$ cat config.mk
export PLATFORM = sky130hd
export DESIGN_NAME = voice_bandpass_compressor_flat
export DESIGN_NICKNAME = d
export VERILOG_FILES = /design/src/vbc_pkg.sv /design/src/vbc_if.sv /design/src/vbc_mul.sv /design/src/vbc_div.sv /design/src/voice_bandpass_compressor.sv /design/src/flat_wrapper.sv
export SDC_FILE = /design/constraint.sdc
export NUM_CORES = 2
export LEC_CHECK = 0
export BUFFER_PORTS_ARGS = -buffer_cell sky130_fd_sc_hd__buf_2
export CAP_MARGIN = 20
export CORE_ASPECT_RATIO = 0.8
export CORE_MARGIN = 3
export CORE_UTILIZATION = 35
export DETAILED_ROUTE_END_ITERATION = 16
export GPL_TIMING_DRIVEN = 0
export HOLD_SLACK_MARGIN = 0.12
export SLEW_MARGIN = 20
export SYNTH_ARGS = -nofsm -noshare
export SYNTH_HDL_FRONTEND = slang
export SYNTH_SLANG_ARGS = --single-unit
$ cat constraint.sdc
create_clock -name clk -period 15.03 [get_ports clk]
set_input_delay 2.2545 -clock clk [delete_from_list [all_inputs] [get_ports clk]]
set_output_delay 2.2545 -clock clk [all_outputs]
set_load 0.01 [all_outputs]
$ cat src/vbc_pkg.sv
// ----------------------------------------------------------------------------
// vbc_pkg: shared types and constants for the voice band-pass compressor
// Field widths, configuration register indexes and sequencer states.
// ----------------------------------------------------------------------------
package vbc_pkg;

	localparam int SAMPLE_W   = 16;
	localparam int COEF_W     = 16;
	localparam int CT_W       = 15;
	localparam int QUO_W      = 16;
	localparam int STEP_CNT_W = $clog2(COEF_W);
	localparam int CFG_IDX_W  = 3;
	localparam int CFG_DATA_W = 16;

	localparam logic [COEF_W-1:0] HC_RESET = 16'd49869;
	localparam logic [COEF_W-1:0] LC_RESET = 16'd42820;
	localparam logic [CT_W-1:0]   CT_RESET = 15'd6000;
	localparam logic [COEF_W-1:0] RC_RESET = 16'd66;

	typedef enum logic [CFG_IDX_W-1:0] {
		REG_ENABLE    = 3'd0,
		REG_HP_COEFF  = 3'd1,
		REG_LP_COEFF  = 3'd2,
		REG_THRESHOLD = 3'd3,
		REG_RELEASE   = 3'd4
	} cfg_reg_t;

	typedef enum logic [3:0] {
		ST_IDLE,
		ST_HP1,
		ST_HP1_W,
		ST_HP2,
		ST_HP2_W,
		ST_LP1,
		ST_LP1_W,
		ST_LP2,
		ST_LP2_W,
		ST_ENV,
		ST_ENV_W,
		ST_THR,
		ST_DIV_W,
		ST_GAIN_W,
		ST_FIN
	} seq_state_t;

endpackage

$ cat src/vbc_if.sv
// ----------------------------------------------------------------------------
// vbc_if: sample channels
// Valid/ready channels for the audio input and the processed output.
// ----------------------------------------------------------------------------
interface vbc_in_if import vbc_pkg::*; ();
	logic                       valid;
	logic                       ready;
	logic signed [SAMPLE_W-1:0] sample_in;

	modport source (output valid, output sample_in, input ready);
	modport sink (input valid, input sample_in, output ready);
endinterface

interface vbc_out_if import vbc_pkg::*; ();
	logic                       valid;
	logic                       ready;
	logic signed [SAMPLE_W-1:0] sample_out;

	modport source (output valid, output sample_out, input ready);
	modport sink (input valid, input sample_out, output ready);
endinterface

$ cat src/vbc_mul.sv
// ----------------------------------------------------------------------------
// vbc_mul: bit-serial coefficient multiplier
// floor(coef * opnd / 2^16), one coefficient bit per cycle, MSB first.
// ----------------------------------------------------------------------------
module vbc_mul import vbc_pkg::*; #(
	parameter int W = 40
) (
	input  logic                clk,
	input  logic                arst_n,
	input  logic                start,
	input  logic [COEF_W-1:0]   coef,
	input  logic signed [W-1:0] opnd,
	output logic                done,
	output logic signed [W-1:0] res
);

	localparam int AW = W + COEF_W + 1;

	logic                  busy_q;
	logic                  done_q;
	logic [STEP_CNT_W-1:0] cnt_q;
	logic [COEF_W-1:0]     coef_q;
	logic signed [W-1:0]   opnd_q;
	logic signed [AW-1:0]  acc_q;
	logic signed [AW-1:0]  addend;

	assign addend = coef_q[cnt_q] ? {{(AW-W){opnd_q[W-1]}}, opnd_q} : '0;

	always_ff @(posedge clk or negedge arst_n) begin
		if (!arst_n) begin
			busy_q <= 1'b0;
			done_q <= 1'b0;
			cnt_q  <= '0;
		end else begin
			done_q <= 1'b0;
			if (start) begin
				busy_q <= 1'b1;
				cnt_q  <= STEP_CNT_W'(COEF_W - 1);
			end else if (busy_q) begin
				cnt_q <= cnt_q - 1'b1;
				if (cnt_q == '0) begin
					busy_q <= 1'b0;
					done_q <= 1'b1;
				end
			end
		end
	end

	always_ff @(posedge clk) begin
		if (start) begin
			coef_q <= coef;
			opnd_q <= opnd;
			acc_q  <= '0;
		end else if (busy_q) begin
			acc_q <= (acc_q <<< 1) + addend;
		end
	end

	// arithmetic shift by 16; magnitude never grows past the operand
	assign res  = acc_q[W+COEF_W-1:COEF_W];
	assign done = done_q;

	a_no_restart: assert property (@(posedge clk) disable iff (!arst_n)
		start |-> !busy_q)
		else $error("multiplier restarted while busy");

	a_done_after_last: assert property (@(posedge clk) disable iff (!arst_n)
		done_q |-> $past(busy_q) && !busy_q)
		else $error("multiplier done without a finished run");

	a_done_pulse: assert property (@(posedge clk) disable iff (!arst_n)
		done_q |=> !done_q)
		else $error("multiplier done held for more than one cycle");

endmodule

$ cat src/vbc_div.sv
// ----------------------------------------------------------------------------
// vbc_div: restoring fractional divider
// floor(num * 2^16 / den) for num < den, one quotient bit per cycle.
// ----------------------------------------------------------------------------
module vbc_div import vbc_pkg::*; #(
	parameter int W = 40
) (
	input  logic               clk,
	input  logic               arst_n,
	input  logic               start,
	input  logic [W-1:0]       num,
	input  logic [W-1:0]       den,
	output logic               done,
	output logic [QUO_W-1:0]   quot
);

	logic                  busy_q;
	logic                  done_q;
	logic [STEP_CNT_W-1:0] cnt_q;
	logic [W:0]            rem_q;
	logic [W-1:0]          den_q;
	logic [QUO_W-1:0]      quot_q;
	logic [W:0]            trial;
	logic                  ge;

	assign trial = {rem_q[W-1:0], 1'b0};
	assign ge    = trial >= {1'b0, den_q};

	always_ff @(posedge clk or negedge arst_n) begin
		if (!arst_n) begin
			busy_q <= 1'b0;
			done_q <= 1'b0;
			cnt_q  <= '0;
		end else begin
			done_q <= 1'b0;
			if (start) begin
				busy_q <= 1'b1;
				cnt_q  <= STEP_CNT_W'(QUO_W - 1);
			end else if (busy_q) begin
				cnt_q <= cnt_q - 1'b1;
				if (cnt_q == '0) begin
					busy_q <= 1'b0;
					done_q <= 1'b1;
				end
			end
		end
	end

	always_ff @(posedge clk) begin
		if (start) begin
			rem_q <= {1'b0, num};
			den_q <= den;
		end else if (busy_q) begin
			rem_q  <= ge ? trial - {1'b0, den_q} : trial;
			quot_q <= {quot_q[QUO_W-2:0], ge};
		end
	end

	assign done = done_q;
	assign quot = quot_q;

	a_no_restart: assert property (@(posedge clk) disable iff (!arst_n)
		start |-> !busy_q)
		else $error("divider restarted while busy");

	a_rem_bound: assert property (@(posedge clk) disable iff (!arst_n)
		done_q |-> rem_q < {1'b0, den_q})
		else $error("divider remainder not below divisor");

	a_done_pulse: assert property (@(posedge clk) disable iff (!arst_n)
		done_q |=> !done_q)
		else $error("divider done held for more than one cycle");

endmodule

$ cat src/voice_bandpass_compressor.sv
// ----------------------------------------------------------------------------
// voice_bandpass_compressor: voice-band filter with peak compressor
// Two one-pole high-pass stages, two one-pole low-pass stages, a peak
// envelope with instant attack and slow release, 8:1 compression above a
// threshold and 2x makeup gain, saturated to 16 bits.
//
//   channel  | dir | payload            | accepted when
//   ---------+-----+--------------------+----------------------------
//   audio    | in  | sample_in  (s16)   | audio.valid & audio.ready
//   result   | out | sample_out (s16)   | result.valid & result.ready
//   cfg      | in  | cfg_index, cfg_data| cfg_we high
//
// Sequencing: one request at a time. Enabled: the time from accept to result
// is set by the 16-step serial multiplier (four to six products, one per
// filter stage) and the 16-step divider. Bypass: straight to the final step.
// Reset: clears all filter and envelope state, loads register defaults.
// Stalls: a result waiting on result.ready does not block the next accept;
// the sequencer holds in its final step until the output register is free.
// ----------------------------------------------------------------------------
module voice_bandpass_compressor import vbc_pkg::*; #(
	parameter int FRAC_BITS   = 16,
	parameter int STATE_WIDTH = 40
) (
	input  logic                  clk,
	input  logic                  arst_n,
	vbc_in_if.sink                audio,
	vbc_out_if.source             result,
	input  logic                  cfg_we,
	input  logic [CFG_IDX_W-1:0]  cfg_index,
	input  logic [CFG_DATA_W-1:0] cfg_data
);

	localparam int W  = STATE_WIDTH;
	localparam int WW = STATE_WIDTH + 20;  // room for sums and the sample shift

	localparam logic signed [WW-1:0] SMAX = {{(WW-W+1){1'b0}}, {(W-1){1'b1}}};
	localparam logic signed [WW-1:0] SMIN = {{(WW-W+1){1'b1}}, {(W-1){1'b0}}};
	localparam logic [W:0]           POS_LIM = (W+1)'(32767);
	localparam logic [W:0]           NEG_LIM = (W+1)'(32768);

	// saturate a wide intermediate to the state range
	function automatic logic signed [W-1:0] sat_w(input logic signed [WW-1:0] v);
		logic signed [W-1:0] r;
		if (v > SMAX)
			r = SMAX[W-1:0];
		else if (v < SMIN)
			r = SMIN[W-1:0];
		else
			r = v[W-1:0];
		return r;
	endfunction

	function automatic logic signed [WW-1:0] ext_w(input logic signed [W-1:0] v);
		return {{(WW-W){v[W-1]}}, v};
	endfunction

	function automatic logic signed [WW-1:0] ext_s(input logic signed [SAMPLE_W-1:0] v);
		return {{(WW-SAMPLE_W){v[SAMPLE_W-1]}}, v};
	endfunction

	// configuration registers
	logic              en_q;
	logic [COEF_W-1:0] hc_q;
	logic [COEF_W-1:0] lc_q;
	logic [CT_W-1:0]   ct_q;
	logic [COEF_W-1:0] rc_q;

	// filter and envelope state
	logic                       last_en_q;
	logic signed [SAMPLE_W-1:0] prev_q;
	logic signed [W-1:0]        hp1_q, hp1p_q, hp2_q, lp1_q, lp2_q, env_q;

	// per-request payload
	logic signed [SAMPLE_W-1:0] smp_q;
	logic                       byp_q;
	logic signed [W-1:0]        y_q;
	logic signed [SAMPLE_W-1:0] out_q;
	logic                       out_valid_q;

	seq_state_t st_q, st_d;

	// shared units
	logic                mul_start, mul_done;
	logic [COEF_W-1:0]   mul_coef;
	logic signed [W-1:0] mul_opnd, mul_res;
	logic                div_start, div_done;
	logic [QUO_W-1:0]    div_quot;

	logic accept, fin_go;

	// datapath terms
	logic signed [W-1:0] x_s, px_s;
	logic signed [W-1:0] hp1_arg, hp2_arg, lp1_arg, lp2_arg;
	logic signed [W-1:0] lp1_new, lp2_new, env_rel;
	logic signed [W-1:0] abs_v, thr_v, diff_v, want_v;
	logic signed [W-1:0] y2_lp, y2_g;
	logic                env_hi, env_ov;
	logic                y_neg;
	logic [W:0]          y_mag, q_mag;
	logic [SAMPLE_W-1:0] q_neg;
	logic signed [SAMPLE_W-1:0] out_val;

	assign accept = audio.valid && audio.ready;
	assign fin_go = !out_valid_q || result.ready;

	assign x_s     = sat_w(ext_s(smp_q) <<< FRAC_BITS);
	assign px_s    = sat_w(ext_s(prev_q) <<< FRAC_BITS);
	assign hp1_arg = sat_w(ext_w(hp1_q) + ext_w(x_s) - ext_w(px_s));
	assign hp2_arg = sat_w(ext_w(hp2_q) + ext_w(hp1_q) - ext_w(hp1p_q));
	assign lp1_arg = sat_w(ext_w(hp2_q) - ext_w(lp1_q));
	assign lp2_arg = sat_w(ext_w(lp1_q) - ext_w(lp2_q));
	assign lp1_new = sat_w(ext_w(lp1_q) + ext_w(mul_res));
	assign lp2_new = sat_w(ext_w(lp2_q) + ext_w(mul_res));
	assign env_rel = sat_w(ext_w(env_q) + ext_w(mul_res));

	// |lp2|, most negative value saturates to the most positive
	assign abs_v  = lp2_q[W-1] ? sat_w(-ext_w(lp2_q)) : lp2_q;
	assign env_hi = abs_v > env_q;

	assign thr_v  = sat_w($signed({{(WW-CT_W){1'b0}}, ct_q}) <<< FRAC_BITS);
	assign env_ov = env_q > thr_v;
	// target level: threshold plus an eighth of the excess; stays below env
	assign diff_v = env_q - thr_v;
	assign want_v = thr_v + (diff_v >>> 3);

	assign y2_lp = sat_w(ext_w(lp2_q) <<< 1);
	assign y2_g  = sat_w(ext_w(mul_res) <<< 1);

	// truncate toward zero by 2^FRAC_BITS, then clamp to 16 bits
	always_comb begin
		y_neg = y_q[W-1];
		y_mag = y_neg ? -{y_q[W-1], y_q} : {y_q[W-1], y_q};
		q_mag = y_mag >> FRAC_BITS;
		q_neg = ~q_mag[SAMPLE_W-1:0] + 1'b1;
		if (!y_neg)
			out_val = (q_mag > POS_LIM) ? 16'sh7fff : q_mag[SAMPLE_W-1:0];
		else
			out_val = (q_mag > NEG_LIM) ? 16'sh8000 : q_neg;
	end

	vbc_mul #(.W(W)) u_mul (
		.clk    (clk),
		.arst_n (arst_n),
		.start  (mul_start),
		.coef   (mul_coef),
		.opnd   (mul_opnd),
		.done   (mul_done),
		.res    (mul_res)
	);

	vbc_div #(.W(W)) u_div (
		.clk    (clk),
		.arst_n (arst_n),
		.start  (div_start),
		.num    (want_v),
		.den    (env_q),
		.done   (div_done),
		.quot   (div_quot)
	);

	// sequencer: next state
	always_comb begin
		st_d = st_q;
		unique case (st_q)
			ST_IDLE:   if (accept) st_d = en_q ? ST_HP1 : ST_FIN;
			ST_HP1:    st_d = ST_HP1_W;
			ST_HP1_W:  if (mul_done) st_d = ST_HP2;
			ST_HP2:    st_d = ST_HP2_W;
			ST_HP2_W:  if (mul_done) st_d = ST_LP1;
			ST_LP1:    st_d = ST_LP1_W;
			ST_LP1_W:  if (mul_done) st_d = ST_LP2;
			ST_LP2:    st_d = ST_LP2_W;
			ST_LP2_W:  if (mul_done) st_d = ST_ENV;
			ST_ENV:    st_d = env_hi ? ST_THR : ST_ENV_W;
			ST_ENV_W:  if (mul_done) st_d = ST_THR;
			ST_THR:    st_d = env_ov ? ST_DIV_W : ST_FIN;
			ST_DIV_W:  if (div_done) st_d = ST_GAIN_W;
			ST_GAIN_W: if (mul_done) st_d = ST_FIN;
			ST_FIN:    if (fin_go) st_d = ST_IDLE;
			default:   st_d = ST_IDLE;
		endcase
	end

	// sequencer: unit controls
	always_comb begin
		mul_start = 1'b0;
		mul_coef  = '0;
		mul_opnd  = '0;
		div_start = 1'b0;
		unique case (st_q)
			ST_HP1: begin
				mul_start = 1'b1;
				mul_coef  = hc_q;
				mul_opnd  = hp1_arg;
			end
			ST_HP2: begin
				mul_start = 1'b1;
				mul_coef  = hc_q;
				mul_opnd  = hp2_arg;
			end
			ST_LP1: begin
				mul_start = 1'b1;
				mul_coef  = lc_q;
				mul_opnd  = lp1_arg;
			end
			ST_LP2: begin
				mul_start = 1'b1;
				mul_coef  = lc_q;
				mul_opnd  = lp2_arg;
			end
			ST_ENV: begin
				// release only; attack takes the new peak directly
				mul_start = !env_hi;
				mul_coef  = rc_q;
				mul_opnd  = abs_v - env_q;
			end
			ST_THR: begin
				div_start = env_ov;
			end
			ST_DIV_W: begin
				// gain ready: scale lp2 by it right away
				mul_start = div_done;
				mul_coef  = div_quot;
				mul_opnd  = lp2_q;
			end
			default: begin
			end
		endcase
	end

	assign audio.ready       = (st_q == ST_IDLE);
	assign result.valid      = out_valid_q;
	assign result.sample_out = out_q;

	// control and filter state
	always_ff @(posedge clk or negedge arst_n) begin
		if (!arst_n) begin
			st_q        <= ST_IDLE;
			en_q        <= 1'b1;
			hc_q        <= HC_RESET;
			lc_q        <= LC_RESET;
			ct_q        <= CT_RESET;
			rc_q        <= RC_RESET;
			last_en_q   <= 1'b1;
			prev_q      <= '0;
			hp1_q       <= '0;
			hp1p_q      <= '0;
			hp2_q       <= '0;
			lp1_q       <= '0;
			lp2_q       <= '0;
			env_q       <= '0;
			out_valid_q <= 1'b0;
		end else begin
			st_q <= st_d;

			if (cfg_we) begin
				unique case (cfg_index)
					REG_ENABLE:    en_q <= cfg_data[0];
					REG_HP_COEFF:  hc_q <= cfg_data;
					REG_LP_COEFF:  lc_q <= cfg_data;
					REG_THRESHOLD: ct_q <= cfg_data[CT_W-1:0];
					REG_RELEASE:   rc_q <= cfg_data;
					default: begin
					end
				endcase
			end

			// a new result may load in the same cycle the old one leaves
			if (st_q == ST_FIN && fin_go)
				out_valid_q <= 1'b1;
			else if (result.valid && result.ready)
				out_valid_q <= 1'b0;

			case (st_q)
				ST_IDLE: begin
					// enable flip wipes state, bypassed or not
					if (accept && (en_q != last_en_q)) begin
						last_en_q <= en_q;
						prev_q    <= '0;
						hp1_q     <= '0;
						hp1p_q    <= '0;
						hp2_q     <= '0;
						lp1_q     <= '0;
						lp2_q     <= '0;
						env_q     <= '0;
					end
				end
				ST_HP1:   prev_q <= smp_q;
				ST_HP1_W: if (mul_done) hp1_q <= mul_res;
				ST_HP2:   hp1p_q <= hp1_q;
				ST_HP2_W: if (mul_done) hp2_q <= mul_res;
				ST_LP1_W: if (mul_done) lp1_q <= lp1_new;
				ST_LP2_W: if (mul_done) lp2_q <= lp2_new;
				ST_ENV:   if (env_hi) env_q <= abs_v;
				ST_ENV_W: if (mul_done) env_q <= env_rel;
				default: begin
				end
			endcase
		end
	end

	// request payload
	always_ff @(posedge clk) begin
		if (accept) begin
			smp_q <= audio.sample_in;
			byp_q <= !en_q;
		end
		if (st_q == ST_THR && !env_ov)
			y_q <= y2_lp;
		if (st_q == ST_GAIN_W && mul_done)
			y_q <= y2_g;
		if (st_q == ST_FIN && fin_go)
			out_q <= byp_q ? smp_q : out_val;
	end

	a_env_nonneg: assert property (@(posedge clk) disable iff (!arst_n)
		(st_q == ST_IDLE) |-> !env_q[W-1])
		else $error("envelope went negative");

	a_one_at_a_time: assert property (@(posedge clk) disable iff (!arst_n)
		accept |=> !audio.ready)
		else $error("second request taken while one is in flight");

	a_result_held: assert property (@(posedge clk) disable iff (!arst_n)
		(result.valid && !result.ready) |=>
			(result.valid && $stable(result.sample_out)))
		else $error("waiting result dropped or changed");

endmodule
$ cat src/flat_wrapper.sv
// flat-port wrapper written by rule: the top's interface ports become plain ports
module voice_bandpass_compressor_flat import vbc_pkg::*;
#(
	parameter int FRAC_BITS   = 16,
	parameter int STATE_WIDTH = 40
)
  (clk, arst_n, cfg_we, cfg_index, cfg_data, audio_valid, audio_sample_in, audio_ready, result_valid, result_sample_out, result_ready);
  vbc_in_if audio_i ();
  vbc_out_if result_i ();
  input  logic clk;
  input  logic arst_n;
  input  logic cfg_we;
  input  logic [CFG_IDX_W-1:0] cfg_index;
  input  logic [CFG_DATA_W-1:0] cfg_data;
  input wire logic [$bits(audio_i.valid)-1:0] audio_valid;
  input wire logic [$bits(audio_i.sample_in)-1:0] audio_sample_in;
  output wire logic [$bits(audio_i.ready)-1:0] audio_ready;
  output wire logic [$bits(result_i.valid)-1:0] result_valid;
  output wire logic [$bits(result_i.sample_out)-1:0] result_sample_out;
  input wire logic [$bits(result_i.ready)-1:0] result_ready;
  assign audio_i.valid = audio_valid;
  assign audio_i.sample_in = audio_sample_in;
  assign audio_ready = audio_i.ready;
  assign result_valid = result_i.valid;
  assign result_sample_out = result_i.sample_out;
  assign result_i.ready = result_ready;
  voice_bandpass_compressor #(.FRAC_BITS(FRAC_BITS), .STATE_WIDTH(STATE_WIDTH)) u_core (.clk(clk), .arst_n(arst_n), .audio(audio_i), .result(result_i), .cfg_we(cfg_we), .cfg_index(cfg_index), .cfg_data(cfg_data));
endmodule
==> impl_metrics.py <==
metrics = {
    "worst_setup_path": {
        "reg2reg_slack_ns": 5.70,
        "critPathArrivalTime_ns": 9.70,
        "crit_path_top_delay_cell": "a211oi_1",
        "path_class": "register to register",
        "path_max_fanout": 29,
        "crit_top_cell": "or3_1",
        "endpoint_kind": "register",
        "worst-endpoint-required_ns": 15.40,
        "cp-start-kind": "register",
        "slowest_delay_ns": 0.83,
    },
    "placement": {
        "dpl.hpwl_mm": 170,
        "io_buffers": 55,
        "place_ws_ns": 5.77,
        "gp_congestion": 1.04,
    },
    "synth": {
        "synthCells": 6346,
        "synth_top_area_cell": "dfrtp_1",
        "syn_area_sq_mm": 0.0538,
        "synthArstFlopShare_pct": 54.6,
        "yosysSeqAreaShare_pct": 30.4,
        "yosysTopAreaCellShare_pct": 14.5,
        "synthTopCellsByArea": "dfrtp_1 (15%), edfxtp_1 (13%), ha_1 (10%), a21oi_1 (5.7%), xnor2_1 (4.9%)",
        "ys_ff_latch": 619,
        "syn-num-nets": 6911,
        "ys_dominant_reg_cell": "dfrtp_1",
        "synth_cell_types": 97,
        "synth_area_per_cell_sq_um": 8.48,
        "ys_warn_count": 0,
        "synth_edf_count": 225,
    },
    "sta": {
        "whs_ns": 0.455,
        "worst_pin_slew_ns": 1.24,
        "tns_ns": 0,
        "maxSlewViolCount": 0,
        "setup_violations": 0,
        "layout_min_cycle_time_ns": 9.33,
        "finClkSkew_ns": 0.0595,
        "fin_crit_sh_pct": 62.1,
        "hold_viol_final": 0,
        "layout_setup_ws_ns": 5.70,
        "rsz0062_at_grt": "no",
        "fmax_ghz": 0.107,
        "slew_headroom_pct": 16.8,
    },
    "clock_network": {
        "cts_root_buf": "clkbuf_16",
        "clk_latency_ns": 0.73,
        "h-tree-depth": 3,
        "cts_tree": "yes",
        "cts_resized": 0,
        "cts_hold_buf": 0,
        "cts.sinks": 619,
        "numCtsBuffers": 76,
        "clkSlewWorstSetupHoldPaths_ns": 0.06,
        "clockBufferDepth": 3,
        "cts_setup_buffers": 0,
    },
    "final_layout": {
        "layout.cells.most_common": "a21oi_1",
        "largest_reg_flops": 56,
        "drive_gt1_share_pct": 6.00,
        "final_util_pct": 39.2,
        "final_cell_mix": "a21oi_1 (618), nand2_1 (580), inv_1 (526)",
        "regMostFlops": "u_core.u_mul.acc_q",
        "syn_to_final_growth_pct": 11.1,
        "final_nets": 7065,
    },
    "floorplanning": {
        "start_util_pct": 35.3,
        "dieWidth_microns": 444,
        "chipHeight_microns": 357,
        "rows": 128,
        "dieArea_sq_mm": 0.159,
        "pin_count": 58,
        "fp.coreArea_sq_mm": 0.152,
    },
    "grt": {
        "grt_pass1_wl_mm": 307,
        "grt_start_max_net_pins": 92,
        "first_global_vias": 45770,
        "antenna_found_initial": 18,
        "track_usage_pct": 25.7,
        "overflow": 0,
    },
    "detailed_routing": {
        "dr.pass1.iters": 7,
        "ant_nets": 0,
        "num_vias": 50800,
        "first_iter_violations": 6524,
        "via_per_inst": 5.91,
        "wl_mm": 210,
        "drc": 0,
        "wl_per_cell_microns": 24.5,
    },
    "run": {
        "max_cap_violations": 0,
    },
    "power": {
        "p_leak_uw": 0.0267,
        "vdd_drop_max_mv": 0.172,
        "powerDensity_mw_per_mm2": 184,
    },
    "status": {
        "status": "complete, no violations",
    },
    "hold_path": {
        "hp-class": "register to register",
    },
}
[final cells by class]
| type | instances | area, sq um |
|---|---|---|
| Multi-Input combinational cell | 4886 | 34300 |
| Antenna cell | 15 | 37.5 |
| Clock inverter | 46 | 602 |
| Timing Repair Buffer | 76 | 611 |
| Sequential cell | 619 | 16400 |
| Clock buffer | 95 | 2120 |
| Inverter | 528 | 1980 |
| Tap cell | 2015 | 2520 |
| Buffer | 313 | 1230 |
| Fill cell | 15562 | 92700 |
[per-stage QoR]
step                      power, uW  instances  area (sq um)
final                         11000       8593         59800
after floorplan                6930       6346         53800
after CTS                     10900       8575         59700
after global routing          11700       8583         59800
after detailed placement       8810       8434         57000
after global placement         8720       8416         56600
[synth_stat cells (20+ instances only)]
| master | instances |
|---|---|
| mux2i_1 | 55 |
| a221o_1 | 83 |
| mux2_2 | 66 |
| nor2b_1 | 72 |
| o211ai_1 | 33 |
| a21oi_1 | 618 |
| edfxtp_1 | 225 |
| fa_1 | 74 |
| dfxtp_1 | 56 |
| o21a_1 | 61 |
| dfstp_2 | 26 |
| nand2b_1 | 44 |
| clkbuf_1 | 278 |
| xnor2_1 | 302 |
| o22ai_1 | 76 |
| dfrtp_1 | 312 |
| ha_1 | 451 |
| a221oi_1 | 33 |
| o21bai_1 | 73 |
| and4_1 | 20 |
| nand4_1 | 81 |
| a31oi_1 | 54 |
| a211oi_1 | 59 |
| o21ai_0 | 356 |
| or3_1 | 23 |
| and3_1 | 61 |
| nor3_1 | 79 |
| nor4_1 | 25 |
| nand3_1 | 178 |
| nor2_1 | 380 |
| inv_1 | 527 |
| o31ai_1 | 94 |
| a21o_1 | 275 |
| a22oi_1 | 95 |
| xor2_1 | 150 |
| and2_1 | 66 |
| nand2_1 | 581 |
[where the power goes]
part / switching, uW / internal, uW
combinational: 4070 / 2430
sequential: 481 / 2010
clock: 868 / 1140
total: 5420 / 5590
[path summary, 6_finish.rpt]
path,cells past startpoint,to,startpoint
worst max-delay path,27,u_core.u_mul.opnd_q[11],u_core.lp2_q[1]
worst min-delay path,0,u_core.u_div.quot[4],u_core.u_div.quot[3]
worst max register to register,27,u_core.u_mul.opnd_q[11],u_core.lp2_q[1]
worst min register to register,0,u_core.u_div.quot[4],u_core.u_div.quot[3]
max in group asynchronous,3,u_core.env_q[6],arst_n
min in group asynchronous,1,u_core.prev_q[12],arst_n
[worst max-delay path, delay by kind of cell (launching register included)]
kind	cells	cell delay (ns)
flip-flops	1	0.49
AO/OA/AOI/OAI	6	2.05
adder cells (fa/ha/maj)	1	0.30
AND/OR/NAND/NOR	12	3.70
buffers and inverters	8	2.41
[per-layer routing]
| metal | vias up | routed length (microns) | track usage [%] |
|---|---|---|---|
| li1 | 23450 | - | - |
| met1 | 24674 | 98200 | 39.0 |
| met2 | 2376 | 80800 | 34.6 |
| met3 | 300 | 24600 | 7.30 |
| met4 | 0 | 6500 | 7.42 |
| met5 | - | 0 | 0 |
[cell families after synthesis]
family	Yosys count	synth area share (%)
adders and majority gates	525	13.2
muxes	126	2.61
and+or+nand+nor	1663	14.5
AOI/OAI and AO/OA	2118	25.9
xor gates and xnor gates	453	7.38
buffers and inverters	841	5.94
other	1	0.00697
DFF	619	30.4
Note: power is estimated with default switching activity, not from simulation.
